===== config.mk =====
export PLATFORM = sky130hd
export DESIGN_NAME = rc_stick_conditioner
export DESIGN_NICKNAME = d
export VERILOG_FILES = /design/src/hdl/rcs_pkg.sv /design/src/hdl/rcs_front.sv /design/src/hdl/rcs_queue.sv /design/src/hdl/rcs_back.sv /design/src/hdl/rc_stick_conditioner.sv
export VERILOG_INCLUDE_DIRS = /design/src /design/src/hdl
export SDC_FILE = /design/constraint.sdc
export NUM_CORES = 2
export LEC_CHECK = 0
export ABC_AREA = 1
export BUFFER_PORTS_ARGS = -buffer_cell sky130_fd_sc_hd__clkbuf_2
export CAP_MARGIN = 10
export CORE_ASPECT_RATIO = 0.6
export CORE_MARGIN = 5
export CORE_UTILIZATION = 46
export CTS_BUF_LIST = sky130_fd_sc_hd__clkbuf_4 sky130_fd_sc_hd__clkbuf_8
export CTS_CLUSTER_DIAMETER = 80
export CTS_CLUSTER_SIZE = 16
export DETAILED_ROUTE_END_ITERATION = 8
export REMOVE_ABC_BUFFERS = 1
export SLEW_MARGIN = 20
export SYNTH_ARGS = -nofsm -noshare
export SYNTH_HDL_FRONTEND = slang
export SYNTH_HIERARCHICAL = 1
export SYNTH_SLANG_ARGS = --single-unit

===== constraint.sdc =====
create_clock -name clk -period 7.15 [get_ports clk]
set_input_delay 2.145 -clock clk [delete_from_list [all_inputs] [get_ports clk]]
set_output_delay 2.145 -clock clk [all_outputs]
set_load 0.03 [all_outputs]

===== src/hdl/assert_macros.svh =====
// Assertion macros shared by the RTL of the stick conditioner.
// Needs clk and arst_n in the scope of the module that uses them.
`ifndef ASSERT_MACROS_SVH
`define ASSERT_MACROS_SVH
// property checked at every clock edge outside reset
`define ASSERT_CLK(lbl, prop, msg) \
	lbl: assert property (@(posedge clk) disable iff (!arst_n) (prop)) else $error(msg);
// condition that must never be seen outside reset
`define ASSERT_NEVER(lbl, cond, msg) \
	lbl: assert property (@(posedge clk) disable iff (!arst_n) !(cond)) else $error(msg);
`endif


===== src/hdl/rcs_pkg.sv =====
// Types and constants of the stick conditioner.
// No dependencies; used by every module of the block.
package rcs_pkg;
	localparam int unsigned NUM_CH = 4;
	localparam logic [10:0] STICK_CENTER = 11'd1024;
	localparam logic [15:0] NORM_ONE = 16'd16384;

	typedef enum logic [2:0] {
		REG_DEADBAND  = 3'd0,
		REG_SPAN_INV  = 3'd1,
		REG_THRESHOLD = 3'd2,
		REG_HOLD      = 3'd3,
		REG_TIMEOUT   = 3'd4,
		REG_GAIN_FWD  = 3'd5,
		REG_GAIN_SIDE = 3'd6,
		REG_GAIN_TURN = 3'd7
	} reg_idx_t;

	localparam logic OP_FRAME = 1'b0;
	localparam logic OP_TICK  = 1'b1;

	localparam logic [1:0] POS_UP      = 2'd0;
	localparam logic [1:0] POS_MID     = 2'd1;
	localparam logic [1:0] POS_DOWN    = 2'd2;
	localparam logic [1:0] POS_UNKNOWN = 2'd3;

	typedef struct packed {
		logic [9:0]         deadband;
		logic [23:0]        span_inv;
		logic [15:0]        threshold;
		logic [31:0]        hold;
		logic [31:0]        timeout;
		logic signed [15:0] gain_fwd;
		logic signed [15:0] gain_side;
		logic signed [15:0] gain_turn;
	} cfg_t;

	// one centred channel: sign and magnitude
	typedef struct packed {
		logic        neg;
		logic [10:0] mag;
	} chan_t;

	typedef struct packed {
		logic        op;
		logic [31:0] now_ms;
		chan_t [NUM_CH-1:0] ch;
		logic [1:0]  s1_pos;
		logic [1:0]  s2_pos;
	} item_t;

	typedef struct packed {
		logic signed [NUM_CH-1:0][15:0] norm;
		logic [1:0]  s1_pos;
		logic [1:0]  s2_pos;
		logic        link_online;
		logic        takeover;
		logic        mode_request;
		logic signed [15:0] vx_cmd;
		logic signed [15:0] vy_cmd;
		logic signed [15:0] wz_cmd;
	} result_t;
endpackage


===== src/hdl/rcs_front.sv =====
// Front end: centres the raw channels and decodes the switch codes.
// Depends on rcs_pkg.
module rcs_front import rcs_pkg::*; (
	input  logic        op,
	input  logic [31:0] now_ms,
	input  logic [10:0] ch0,
	input  logic [10:0] ch1,
	input  logic [10:0] ch2,
	input  logic [10:0] ch3,
	input  logic [1:0]  s1_code,
	input  logic [1:0]  s2_code,
	output item_t       item
);
	function automatic logic [1:0] dec_sw(input logic [1:0] code);
		logic [1:0] p;
		case (code)
			2'd1: p = POS_UP;
			2'd3: p = POS_MID;
			2'd2: p = POS_DOWN;
			default: p = POS_UNKNOWN;
		endcase
		return p;
	endfunction

	function automatic chan_t centre(input logic [10:0] raw);
		chan_t c;
		c.neg = raw < STICK_CENTER;
		c.mag = c.neg ? (STICK_CENTER - raw) : (raw - STICK_CENTER);
		return c;
	endfunction

	always_comb begin
		item.op     = op;
		item.now_ms = now_ms;
		item.ch[0]  = centre(ch0);
		item.ch[1]  = centre(ch1);
		item.ch[2]  = centre(ch2);
		item.ch[3]  = centre(ch3);
		item.s1_pos = dec_sw(s1_code);
		item.s2_pos = dec_sw(s2_code);
	end
endmodule


===== src/hdl/rcs_queue.sv =====
// Small FIFO between front and back end.
// Depends on rcs_pkg for the item type.
module rcs_queue import rcs_pkg::*; #(
	parameter int unsigned DEPTH = 2
) (
	input  logic  clk,
	input  logic  arst_n,
	input  logic  push,
	input  item_t wr_item,
	output logic  full,
	input  logic  pop,
	output item_t rd_item,
	output logic  empty
);
	localparam int unsigned PW = (DEPTH > 1) ? $clog2(DEPTH) : 1;
	localparam int unsigned CW = $clog2(DEPTH + 1);
	localparam logic [PW-1:0] LAST = PW'(DEPTH - 1);

	item_t         mem_q [DEPTH];
	logic [PW-1:0] wr_ptr_q, rd_ptr_q;
	logic [CW-1:0] count_q;
	logic          do_push, do_pop;

	assign full    = count_q == CW'(DEPTH);
	assign empty   = count_q == '0;
	assign do_push = push && !full;
	assign do_pop  = pop && !empty;
	assign rd_item = mem_q[rd_ptr_q];

	always_ff @(posedge clk) begin
		if (do_push) begin
			mem_q[wr_ptr_q] <= wr_item;
		end
	end

	always_ff @(posedge clk or negedge arst_n) begin
		if (!arst_n) begin
			wr_ptr_q <= '0;
			rd_ptr_q <= '0;
			count_q  <= '0;
		end else begin
			if (do_push) begin
				wr_ptr_q <= (wr_ptr_q == LAST) ? '0 : wr_ptr_q + 1'b1;
			end
			if (do_pop) begin
				rd_ptr_q <= (rd_ptr_q == LAST) ? '0 : rd_ptr_q + 1'b1;
			end
			case ({do_push, do_pop})
				2'b10:   count_q <= count_q + 1'b1;
				2'b01:   count_q <= count_q - 1'b1;
				default: count_q <= count_q;
			endcase
		end
	end
endmodule


===== src/hdl/rcs_back.sv =====
// Back end: sequencer with one multiplier for normalisation and one for velocity
// scaling, holds the conditioner state and the result register. Uses rcs_pkg.
module rcs_back import rcs_pkg::*; (
	input  logic    clk,
	input  logic    arst_n,
	input  cfg_t    cfg,
	input  item_t   q_item,
	input  logic    q_empty,
	output logic    q_pop,
	output result_t res,
	output logic    res_valid,
	input  logic    res_pop
);
	`include "assert_macros.svh"

	typedef enum logic [3:0] {
		ST_IDLE = 4'b0001,
		ST_NORM = 4'b0010,
		ST_CMD  = 4'b0100,
		ST_FIN  = 4'b1000
	} state_t;

	state_t   state_q;
	logic [1:0] cnt_q;
	item_t    cur_q;
	logic signed [15:0] norm_q [NUM_CH];
	logic signed [15:0] cmd_q [3];
	logic [1:0]  s1_q, s2_q;
	logic        online_q, take_q;
	logic [31:0] start_q, last_q;
	result_t     res_q;
	logic        res_valid_q;
	logic        res_hold;

	// normalisation of the selected channel
	chan_t       nch;
	logic [34:0] nprod;
	logic [25:0] nround;
	logic [15:0] nmag;
	logic signed [15:0] nval;

	always_comb begin
		nch    = cur_q.ch[cnt_q];
		nprod  = 35'(nch.mag) * 35'(cfg.span_inv);
		nround = 26'((nprod + 35'd512) >> 10);
		nmag   = (nround > 26'(NORM_ONE)) ? NORM_ONE : nround[15:0];
		if ({1'b0, nch.mag} <= {2'b00, cfg.deadband}) begin
			nval = '0;
		end else begin
			nval = nch.neg ? -$signed(nmag) : $signed(nmag);
		end
	end

	// velocity scaling: vx from norm3, vy from norm2, wz from norm0
	logic signed [15:0] snorm, sgain;
	logic signed [31:0] sprod;
	logic signed [17:0] sq;
	logic signed [15:0] sval;

	always_comb begin
		case (cnt_q)
			2'd0:    begin snorm = norm_q[3]; sgain = cfg.gain_fwd;  end
			2'd1:    begin snorm = norm_q[2]; sgain = cfg.gain_side; end
			default: begin snorm = norm_q[0]; sgain = cfg.gain_turn; end
		endcase
		sprod = snorm * sgain;
		sq    = sprod[31:14];
		if (sq > 18'sd32767) begin
			sval = 16'sh7fff;
		end else if (sq < -18'sd32768) begin
			sval = 16'sh8000;
		end else begin
			sval = sq[15:0];
		end
	end

	// final state update
	logic [14:0] a0, a2, a3;
	logic [16:0] act;
	logic [31:0] start_eff;
	logic        n_online, n_take;
	logic [31:0] n_start;
	logic [1:0]  n_s1, n_s2;
	logic        fin_go;

	function automatic logic [14:0] absn(input logic signed [15:0] v);
		logic signed [15:0] t;
		t = v[15] ? -v : v;
		return t[14:0];
	endfunction

	always_comb begin
		a0        = absn(norm_q[0]);
		a2        = absn(norm_q[2]);
		a3        = absn(norm_q[3]);
		act       = 17'(a0) + 17'(a2) + 17'(a3);
		start_eff = (start_q == '0) ? cur_q.now_ms : start_q;
		n_online  = online_q;
		n_take    = take_q;
		n_start   = start_q;
		n_s1      = s1_q;
		n_s2      = s2_q;
		if (cur_q.op == OP_FRAME) begin
			n_online = 1'b1;
			n_s1     = cur_q.s1_pos;
			n_s2     = cur_q.s2_pos;
			if (act >= 17'(cfg.threshold)) begin
				n_start = start_eff;
				n_take  = (cur_q.now_ms - start_eff) >= cfg.hold;
			end else begin
				n_start = '0;
				n_take  = 1'b0;
			end
		end else if ((cur_q.now_ms - last_q) >= cfg.timeout) begin
			n_online = 1'b0;
			n_take   = 1'b0;
			n_start  = '0;
		end
		fin_go = (state_q == ST_FIN) && (!res_valid_q || res_pop);
	end

	assign q_pop     = (state_q == ST_IDLE) && !q_empty;
	assign res       = res_q;
	assign res_valid = res_valid_q;
	assign res_hold  = res_valid_q && !res_pop && state_q == ST_FIN;

	always_ff @(posedge clk) begin
		if (q_pop) begin
			cur_q <= q_item;
		end
		if (state_q == ST_CMD) begin
			cmd_q[cnt_q] <= sval;
		end
		if (fin_go) begin
			res_q.norm[0]      <= norm_q[0];
			res_q.norm[1]      <= norm_q[1];
			res_q.norm[2]      <= norm_q[2];
			res_q.norm[3]      <= norm_q[3];
			res_q.s1_pos       <= n_s1;
			res_q.s2_pos       <= n_s2;
			res_q.link_online  <= n_online;
			res_q.takeover     <= n_take;
			res_q.mode_request <= n_online && (n_s1 == POS_MID || n_s1 == POS_DOWN);
			res_q.vx_cmd       <= cmd_q[0];
			res_q.vy_cmd       <= cmd_q[1];
			res_q.wz_cmd       <= cmd_q[2];
		end
	end

	always_ff @(posedge clk or negedge arst_n) begin
		if (!arst_n) begin
			state_q     <= ST_IDLE;
			cnt_q       <= '0;
			for (int i = 0; i < NUM_CH; i++) norm_q[i] <= '0;
			s1_q        <= POS_UNKNOWN;
			s2_q        <= POS_UNKNOWN;
			online_q    <= 1'b0;
			take_q      <= 1'b0;
			start_q     <= '0;
			last_q      <= '0;
			res_valid_q <= 1'b0;
		end else begin
			if (res_pop && res_valid_q && !fin_go) begin
				res_valid_q <= 1'b0;
			end
			case (state_q)
				ST_IDLE: begin
					cnt_q <= '0;
					if (!q_empty) begin
						state_q <= (q_item.op == OP_FRAME) ? ST_NORM : ST_CMD;
					end
				end
				ST_NORM: begin
					norm_q[cnt_q] <= nval;
					cnt_q         <= cnt_q + 1'b1;
					if (cnt_q == 2'(NUM_CH - 1)) begin
						state_q <= ST_CMD;
					end
				end
				ST_CMD: begin
					cnt_q <= cnt_q + 1'b1;
					if (cnt_q == 2'd2) begin
						state_q <= ST_FIN;
					end
				end
				ST_FIN: begin
					if (fin_go) begin
						s1_q        <= n_s1;
						s2_q        <= n_s2;
						online_q    <= n_online;
						take_q      <= n_take;
						start_q     <= n_start;
						if (cur_q.op == OP_FRAME) begin
							last_q <= cur_q.now_ms;
						end
						res_valid_q <= 1'b1;
						state_q     <= ST_IDLE;
					end
				end
				default: state_q <= ST_IDLE;
			endcase
		end
	end

	`ASSERT_CLK(a_take_needs_link, take_q |-> online_q, "takeover set while link offline")
	`ASSERT_CLK(a_no_overwrite, res_hold |=> res_valid_q && $stable(res_q), "result overwritten")
	`ASSERT_NEVER(a_pop_busy, q_pop && state_q != ST_IDLE, "queue popped while busy")
endmodule


===== src/hdl/rc_stick_conditioner.sv =====
// Remote-control stick conditioner. Each transaction is a frame or a time tick;
// each gives exactly one result. In the back end a frame takes a load step, 4
// normalisation steps on one multiplier, 3 velocity steps on a second and an
// update, a tick the same without the normalisation steps; the front end and a
// QUEUE_DEPTH-entry queue accept new transactions meanwhile, and one result register
// holds the finished result until popped. Configuration is written through
// cfg_valid/cfg_ready (always ready) and must only happen while the block is idle.
// Depends on rcs_pkg, rcs_front, rcs_queue, rcs_back.
module rc_stick_conditioner import rcs_pkg::*; #(
	parameter int unsigned QUEUE_DEPTH = 2
) (
	input  logic        clk,
	input  logic        arst_n,
	// input transactions
	input  logic        push,
	output logic        full,
	input  logic        op,
	input  logic [31:0] now_ms,
	input  logic [10:0] ch0,
	input  logic [10:0] ch1,
	input  logic [10:0] ch2,
	input  logic [10:0] ch3,
	input  logic [1:0]  s1_code,
	input  logic [1:0]  s2_code,
	// results
	output logic        empty,
	input  logic        pop,
	output logic signed [15:0] norm0,
	output logic signed [15:0] norm1,
	output logic signed [15:0] norm2,
	output logic signed [15:0] norm3,
	output logic [1:0]  s1_pos,
	output logic [1:0]  s2_pos,
	output logic        link_online,
	output logic        takeover,
	output logic        mode_request,
	output logic signed [15:0] vx_cmd,
	output logic signed [15:0] vy_cmd,
	output logic signed [15:0] wz_cmd,
	// configuration
	input  logic        cfg_valid,
	output logic        cfg_ready,
	input  logic [2:0]  cfg_index,
	input  logic [31:0] cfg_data
);
	cfg_t    cfg_q;
	item_t   f_item, q_item;
	logic    q_empty, q_pop;
	result_t res;
	logic    res_valid;

	assign cfg_ready = 1'b1;

	// register file, reset to the documented defaults
	always_ff @(posedge clk or negedge arst_n) begin
		if (!arst_n) begin
			cfg_q.deadband  <= 10'd10;
			cfg_q.span_inv  <= 24'd25420;
			cfg_q.threshold <= 16'd4915;
			cfg_q.hold      <= 32'd200;
			cfg_q.timeout   <= 32'd100;
			cfg_q.gain_fwd  <= 16'sd2000;
			cfg_q.gain_side <= 16'sd2000;
			cfg_q.gain_turn <= 16'sd3000;
		end else if (cfg_valid && cfg_ready) begin
			case (reg_idx_t'(cfg_index))
				REG_DEADBAND:  cfg_q.deadband  <= cfg_data[9:0];
				REG_SPAN_INV:  cfg_q.span_inv  <= cfg_data[23:0];
				REG_THRESHOLD: cfg_q.threshold <= cfg_data[15:0];
				REG_HOLD:      cfg_q.hold      <= cfg_data;
				REG_TIMEOUT:   cfg_q.timeout   <= cfg_data;
				REG_GAIN_FWD:  cfg_q.gain_fwd  <= cfg_data[15:0];
				REG_GAIN_SIDE: cfg_q.gain_side <= cfg_data[15:0];
				REG_GAIN_TURN: cfg_q.gain_turn <= cfg_data[15:0];
				default:       cfg_q <= cfg_q;
			endcase
		end
	end

	rcs_front u_front (
		.op(op), .now_ms(now_ms), .ch0(ch0), .ch1(ch1), .ch2(ch2), .ch3(ch3),
		.s1_code(s1_code), .s2_code(s2_code), .item(f_item)
	);

	rcs_queue #(.DEPTH(QUEUE_DEPTH)) u_queue (
		.clk(clk), .arst_n(arst_n), .push(push), .wr_item(f_item), .full(full),
		.pop(q_pop), .rd_item(q_item), .empty(q_empty)
	);

	rcs_back u_back (
		.clk(clk), .arst_n(arst_n), .cfg(cfg_q), .q_item(q_item), .q_empty(q_empty),
		.q_pop(q_pop), .res(res), .res_valid(res_valid), .res_pop(pop)
	);

	assign empty        = !res_valid;
	assign norm0        = res.norm[0];
	assign norm1        = res.norm[1];
	assign norm2        = res.norm[2];
	assign norm3        = res.norm[3];
	assign s1_pos       = res.s1_pos;
	assign s2_pos       = res.s2_pos;
	assign link_online  = res.link_online;
	assign takeover     = res.takeover;
	assign mode_request = res.mode_request;
	assign vx_cmd       = res.vx_cmd;
	assign vy_cmd       = res.vy_cmd;
	assign wz_cmd       = res.wz_cmd;
endmodule

### Yosys cells after proc, flatten, opt, wreduce, memory -nomap -nowiden

Memory sizes are Yosys's and may differ from the RTL's. A register that Yosys moved wholly into a read port is not among the register bits.
Cells that the tools add are included.

| storage, ports and cells | value |
|---|---|
| memories | 2 |
| bits of input ports | 121 |
| bits in writable memories | 218 |
| output and inout port bits | 122 |
| flip-flop bits (word level) | 463 |
| logic and storage cells | 199 |

| cells by class | value |
|---|---|
| bitwise gates (word level) | 2 |
| reduce and logical (&&, ||, !) cells | 33 |
| eq/ne operators | 30 |
| multipliers | 2 |
| $lt $le $gt $ge | 14 |
| multiplexer cells | 49 |
| $add $sub $neg | 22 |

Memories:

| name | words | width | read ports | clocked after memory_dff | write ports | line | source |
|---|---|---|---|---|---|---|---|
| u_queue.mem_q | 2 | 85 | 1 | 0 | 1 | rcs_queue.sv:19 | `item_t mem_q [DEPTH];` |
| u_back.cmd_q | 3 | 16 | 3 | 3 | 1 | rcs_back.sv:27 | `logic signed [15:0] cmd_q [3];` |

Operators with widths:

| cell | number |
|---|---|
| 32-bit 2-to-1 mux | 4 |
| 16-bit 2-to-1 mux | 6 |
| 64-bit bitwise mux | 1 |
| 32-bit >= comparator | 2 |
| 16-bit case mux with 2 select lines | 2 |
| 32-bit subtractor | 2 |
| 15-bit 2-to-1 mux | 3 |
| 15-bit negation | 3 |
| 11-bit < comparator, second input constant | 4 |
| 11-bit 2-to-1 mux | 4 |
| 11-bit subtractor, first input constant | 4 |
| 11-bit subtractor, second input constant | 4 |
| 35-bit by 10-bit adder with 35-bit output, second input constant | 1 |
| 11-bit by 24-bit multiplier with 35-bit output | 1 |
| 16-bit demux with 2-bit select | 1 |
| 32-bit logical NOT | 1 |
| 16-bit by 16-bit multiplier with 32-bit output | 1 |
| 25-bit by 15-bit greater-than comparator with 1-bit output, second input constant | 1 |
| 12-bit binary-select mux with 2-bit select | 1 |
| 2-bit == test, second input constant | 9 |
| 18-bit by 16-bit greater-than comparator with 1-bit output, second input constant | 1 |
| 18-bit by 16-bit < comparator with 1-bit output, second input constant | 1 |
| 2-bit AND reduction | 9 |
| 17-bit by 15-bit adder with 17-bit output | 1 |
| 39 further kinds | 85 |

### Logic depth before layout (Yosys ltp)

| depth | value |
|---|---|
| word-level depth | 10 |
| gate-level depth with buffers | 48 |
| depth with buffers taken out | 44 |

### By module

The synthesis kept the hierarchy.

By module, submodules not included:

| module | area each (um2) | cells each | times used | sequential area each (um2) |
|---|---|---|---|---|
| rcs_back | 40908.0 | 4837 | 1 | 11101.9 |
| rcs_queue | 6431.2 | 477 | 1 | 5205.0 |
| rc_stick_conditioner | 6364.9 | 721 | 1 | 4105.2 |
| rcs_front | 1471.4 | 275 | 1 | 0.0 |

### Least setup slack after synthesis

No wires, ideal clock.

| path | value |
|---|---|
| kind | register to register |
| from | reg u_back.cnt_q[0] |
| to | mem u_back.cmd_q[0][10], data pin |
| data required time | 6.889 ns |
| path buffers | 7 |
| cell stages (with the launch flop) | 32 |
| data arrival time | 7.620 ns |
| setup slack | -0.731 ns |
| cell sequence | dfrtp_1 buf_2 inv_2 clkbuf_1 ha_1 buf_2 nor2_4 clkbuf_1 buf_1 nand2_1 nand3_1 clkbuf_1 nand2_1 fa_1 inv_1 fa_1 inv_1 fa_1 fa_1 inv_1 fa_1 fa_1 ha_1 a21oi_1 a21boi_0 nor2_1 a211oi_1 nand3_1 nand2_1 o21bai_2 buf_6 nand2_1 |

| on the way | value |
|---|---|
| longest elaborated chain between the ends | 6 |
| elaborated cells on any way between the ends | 9 |

RTL lines:

| item | line | source |
|---|---|---|
| from (decl) | rcs_back.sv:24 | `logic [1:0] cnt_q;` |
| from (signal assigned) | rcs_back.sv:175 | `cnt_q <= cnt_q + 1'b1;` |
| from (signal assigned) | rcs_back.sv:181 | `cnt_q <= cnt_q + 1'b1;` |
| 2-bit by 1-bit == test with 1-bit output / 2-bit logical NOT (equally long branches) | rcs_back.sv:61 | `case (cnt_q)` |
| 16-bit case mux with 2 select lines | rcs_back.sv:61 |  |
| 16-bit by 16-bit multiplier with 32-bit output * | rcs_back.sv:66 | `sprod = snorm * sgain;` |
| 18-bit by 16-bit < comparator with 1-bit output | rcs_back.sv:70 | `end else if (sq < -18'sd32768) begin` |
| 16-bit 2-to-1 mux | rcs_back.sv:70 |  |
| 16-bit 2-to-1 mux * | rcs_back.sv:68 | `if (sq > 18'sd32767) begin` |
| via u_back.sval[10] | rcs_back.sv:58 | `logic signed [15:0] sval;` |
| to (decl) | rcs_back.sv:27 |  |

Mark *: on every way through the listed nets, which the timed path passes. The rest lies on a longest branch.

### Worst setup path after layout

| path | value |
|---|---|
| from | reg u_back.cnt_q[0] |
| to | mem u_back.cmd_q[1][2], data pin |

Same word-level chain as after synthesis.

==> flow_metrics.env <==
export IMPL_setup_viol=48
export IMPL_nets=7707
export IMPL_place_inst=8289
export IMPL_vias_per_cell=5.12
export IMPL_synth_seq_cells=729
export IMPL_synthDistinctLibCells=62
export IMPL_cp_required_ns=7.68
export IMPL_die_x_um=457
export IMPL_rsz0062_at_grt="yes"
export IMPL_cpMaxStageDelayCell="fa_1"
export IMPL_layout_drive_gt1_share=0.143
export IMPL_grt_pass1_wl_um=250000
export IMPL_cts_sinks=729
export IMPL_cts_root_buffer="clkbuf_8"
export IMPL_final_cells=8417
export IMPL_synth_async_reset_ratio=0.421
export IMPL_synthCells=6310
export IMPL_synth_compound_area_frac=0.0559
export IMPL_tightest_slew_ns=1.03
export IMPL_synth_adder_area_share=0.252
export IMPL_cp_start_kind="flop"
export IMPL_finalMaxSlewViolations=0
export IMPL_cts_tree="yes"
export IMPL_finClkSkew_ns=0.0886
export IMPL_drc=0
export IMPL_final_core_utilization=0.525
export IMPL_grt_max_degree=124
export IMPL_syn_area_um2=55200
export IMPL_wl_um=160000
export IMPL_relSlewSlack=0.310
export IMPL_place_ws_ns=-0.736
export IMPL_synth_flop_cell="edfxtp_1"
export IMPL_io_buffers=241
export IMPL_initial_core_util=0.463
export IMPL_fin_tns_setup_ns=-7.17
export IMPL_max_cap_viol_count=0
export IMPL_r2r_start="u_back/cnt_q[0]"
export IMPL_status="complete, but fails checks"
export IMPL_crit_end="u_back/cmd_q[1][2]"
export IMPL_synth_top_family_by_area="adder cells"
export IMPL_path_max_fanout=17
export IMPL_ff2ff_setup_slack_ns=-0.18
export IMPL_layout_setup_ws_ns=-0.175
export IMPL_ys_seq_area_frac=0.370
export IMPL_antenna_found_initial=16
export IMPL_h_tree_depth=2
export IMPL_critical_path_top_delay_family="adder cells"
export IMPL_rows=98
export IMPL_muxShareOfSynthArea=0.00200
export IMPL_crit_arrival_ns=7.86
export IMPL_hpwl_um=127000
export IMPL_syn2layout_area_growth_pct=13.3
export IMPL_synthXorXnorAreaFrac=0.0259
export IMPL_yosys_area_share_simple=0.193
export IMPL_fp_dieH_um=278
export IMPL_rr_worst_depth=31
export IMPL_clock_path_buffers=3
export IMPL_fp_dieArea_um2=127000
export IMPL_syn_avg_cell_area_um2=8.74
export IMPL_clk_pin_slew_ns=0.10
export IMPL_finalWeightedCongestion=0.975
export IMPL_violations="setup timing"
export IMPL_avgRoutedWirePerCell_um=19.0
export IMPL_hold_violations=0
export IMPL_worst_skew_pair_late_latency_ns=0.79
export IMPL_critPathCaptureType="flop"
export IMPL_path_depth=31
export IMPL_crit_type="reg2reg"
export IMPL_drt_pre_antenna_iters=6
export IMPL_period_share=1.02
export IMPL_num_vias=43100
export IMPL_drtIter0Drc=4121
export IMPL_timing_rr_end="u_back/cmd_q[1][2]"
export IMPL_yosys_warnings=6
export IMPL_grt_pass1_vias=41500
export IMPL_period_minus_slack_ns=7.33
export IMPL_cts_inserted_buffers=55
export IMPL_fmax_mhz=137
export IMPL_antenna_left=0
export IMPL_cp_num_buf_inv=10
export IMPL_crit_start="u_back/cnt_q[0]"
export IMPL_ios=243
export IMPL_core_um2=119000
export IMPL_max_stage_delay_ns=0.58
export IMPL_worstHoldPathType="reg2reg"
export IMPL_synth_edff_count=422
export IMPL_grt_util_all_layers=0.251
export IMPL_gr_total_overflow=0
export IMPL_cpMostUsedCell="inv_1"
-- layer usage --
metal	up-vias	global-route usage	part of all wire
met5	-	0	0.00032
met4	3	0.0463	0.017
met3	148	0.0668	0.10
met2	1638	0.318	0.37
met1	20900	0.421	0.51
li1	20500	-	-
-- per-stage QoR --
step                      hold WS, ns  cell area [µm²]
after CTS                       0.424            61900
after detailed placement        0.405            60400
final                           0.423            62500
after global placement          0.402            60400
after floorplan                 0.400            54100
after global routing            0.436            62500
-- flip-flops by register name, summed over array words and instances, names as in the netlist --
register          cells
u_queue/count_q       2
u_back/last_q        32
u_back/s2_q           2
u_queue/mem_q       170
u_back/start_q       32
cfg_q               162
u_back/s1_q           2
u_back/cur_q         85
u_back/online_q       1
u_back/take_q         1
u_back/state_q        4
u_back/res_valid      1
u_back/cmd_q         48
u_back/res          119
u_back/cnt_q          2
u_queue/rd_ptr_q      1
u_queue/wr_ptr_q      1
u_back/norm_q        64
-- Yosys cell counts, types with 22 or more instances --
cell type     n  area share
nand2_1    1889        0.13
inv_1      1168       0.079
fa_1        476        0.17
edfxtp_1    422        0.23
nor2_1      355       0.024
ha_1        350       0.079
dfrtp_1     261        0.12
nand3_1     235       0.021
a21oi_1     220       0.020
o21ai_0     132       0.012
xor2_1      118       0.019
clkbuf_1    114      0.0078
nand4_1      54      0.0061
buf_4        46      0.0063
dfstp_2      46       0.022
xnor2_1      45      0.0071
o21ai_1      35      0.0032
a22o_1       34      0.0054
nor3_1       32      0.0029
buf_2        22      0.0020
-- worst reg2reg max path: cells and delay by family, from the launching register on --
kind / cells / cell delay (ns)
fa+ha+maj: 8 / 3.18
simple gates: 8 / 1.04
compound gates: 5 / 1.30
buf+inv: 10 / 1.21
flops: 1 / 0.41
-- logic make-up after synthesis --
| kind of cell | after synthesis |
|---|---|
| compound gates | 529 |
| xor+xnor | 163 |
| fa+ha+maj | 826 |
| buf+inv | 1408 |
| flops | 729 |
| mux | 11 |
| other cells | 1 |
| simple gates | 2643 |
-- layout by cell type (no fill, tap or decap), types with 119 or more instances in the layout --
cell,synthesis,final
buf_4,46,318
a21oi_1,220,196
nand2_1,1889,1854
dfrtp_1,261,260
fa_1,476,468
inv_1,1168,1158
nand3_1,235,223
clkbuf_2,5,240
edfxtp_1,422,422
o21ai_0,132,119
nor2_1,355,323
ha_1,350,334
-- timing repair --
| action | CTS | global route |
|---|---|---|
| resized for setup | 65 | 141 |
| pin swaps | 13 | 28 |
| hold buffers | 0 | 0 |
| setup endpoints to repair | 104 | 112 |
| setup buffers | 6 | 5 |
| cloned | 1 | 2 |
-- worst min path at each step --
stage               slack, ns  depth (start not counted)                 from              to
CTS                      0.42                          0   u_back/cmd_q[1][9]  u_back/res[25]
finish                   0.42                          0  u_back/cmd_q[2][12]  u_back/res[12]
global route             0.44                          0   u_back/cmd_q[2][2]   u_back/res[2]
global placement         0.40                          0  u_back/cmd_q[1][12]  u_back/res[28]
detailed placement       0.40                          0   u_back/cmd_q[1][9]  u_back/res[25]
floorplan                0.40                          0   u_back/cmd_q[2][0]   u_back/res[0]
-- cell type report --
cell class              count  area, µm²
repair buffers            608       4460
diodes                     11       27.5
fillers                 11100      56500
inverters                1192       4480
multi-input cells        4174      30000
clock inverters            11        136
clock buffers              92       1030
flip-flops and latches    729      20400
well taps                1600       2000
Power is left out: the tool's default activity adds up to more than one toggle a clock period on the data nets, which glitch-free logic cannot reach.
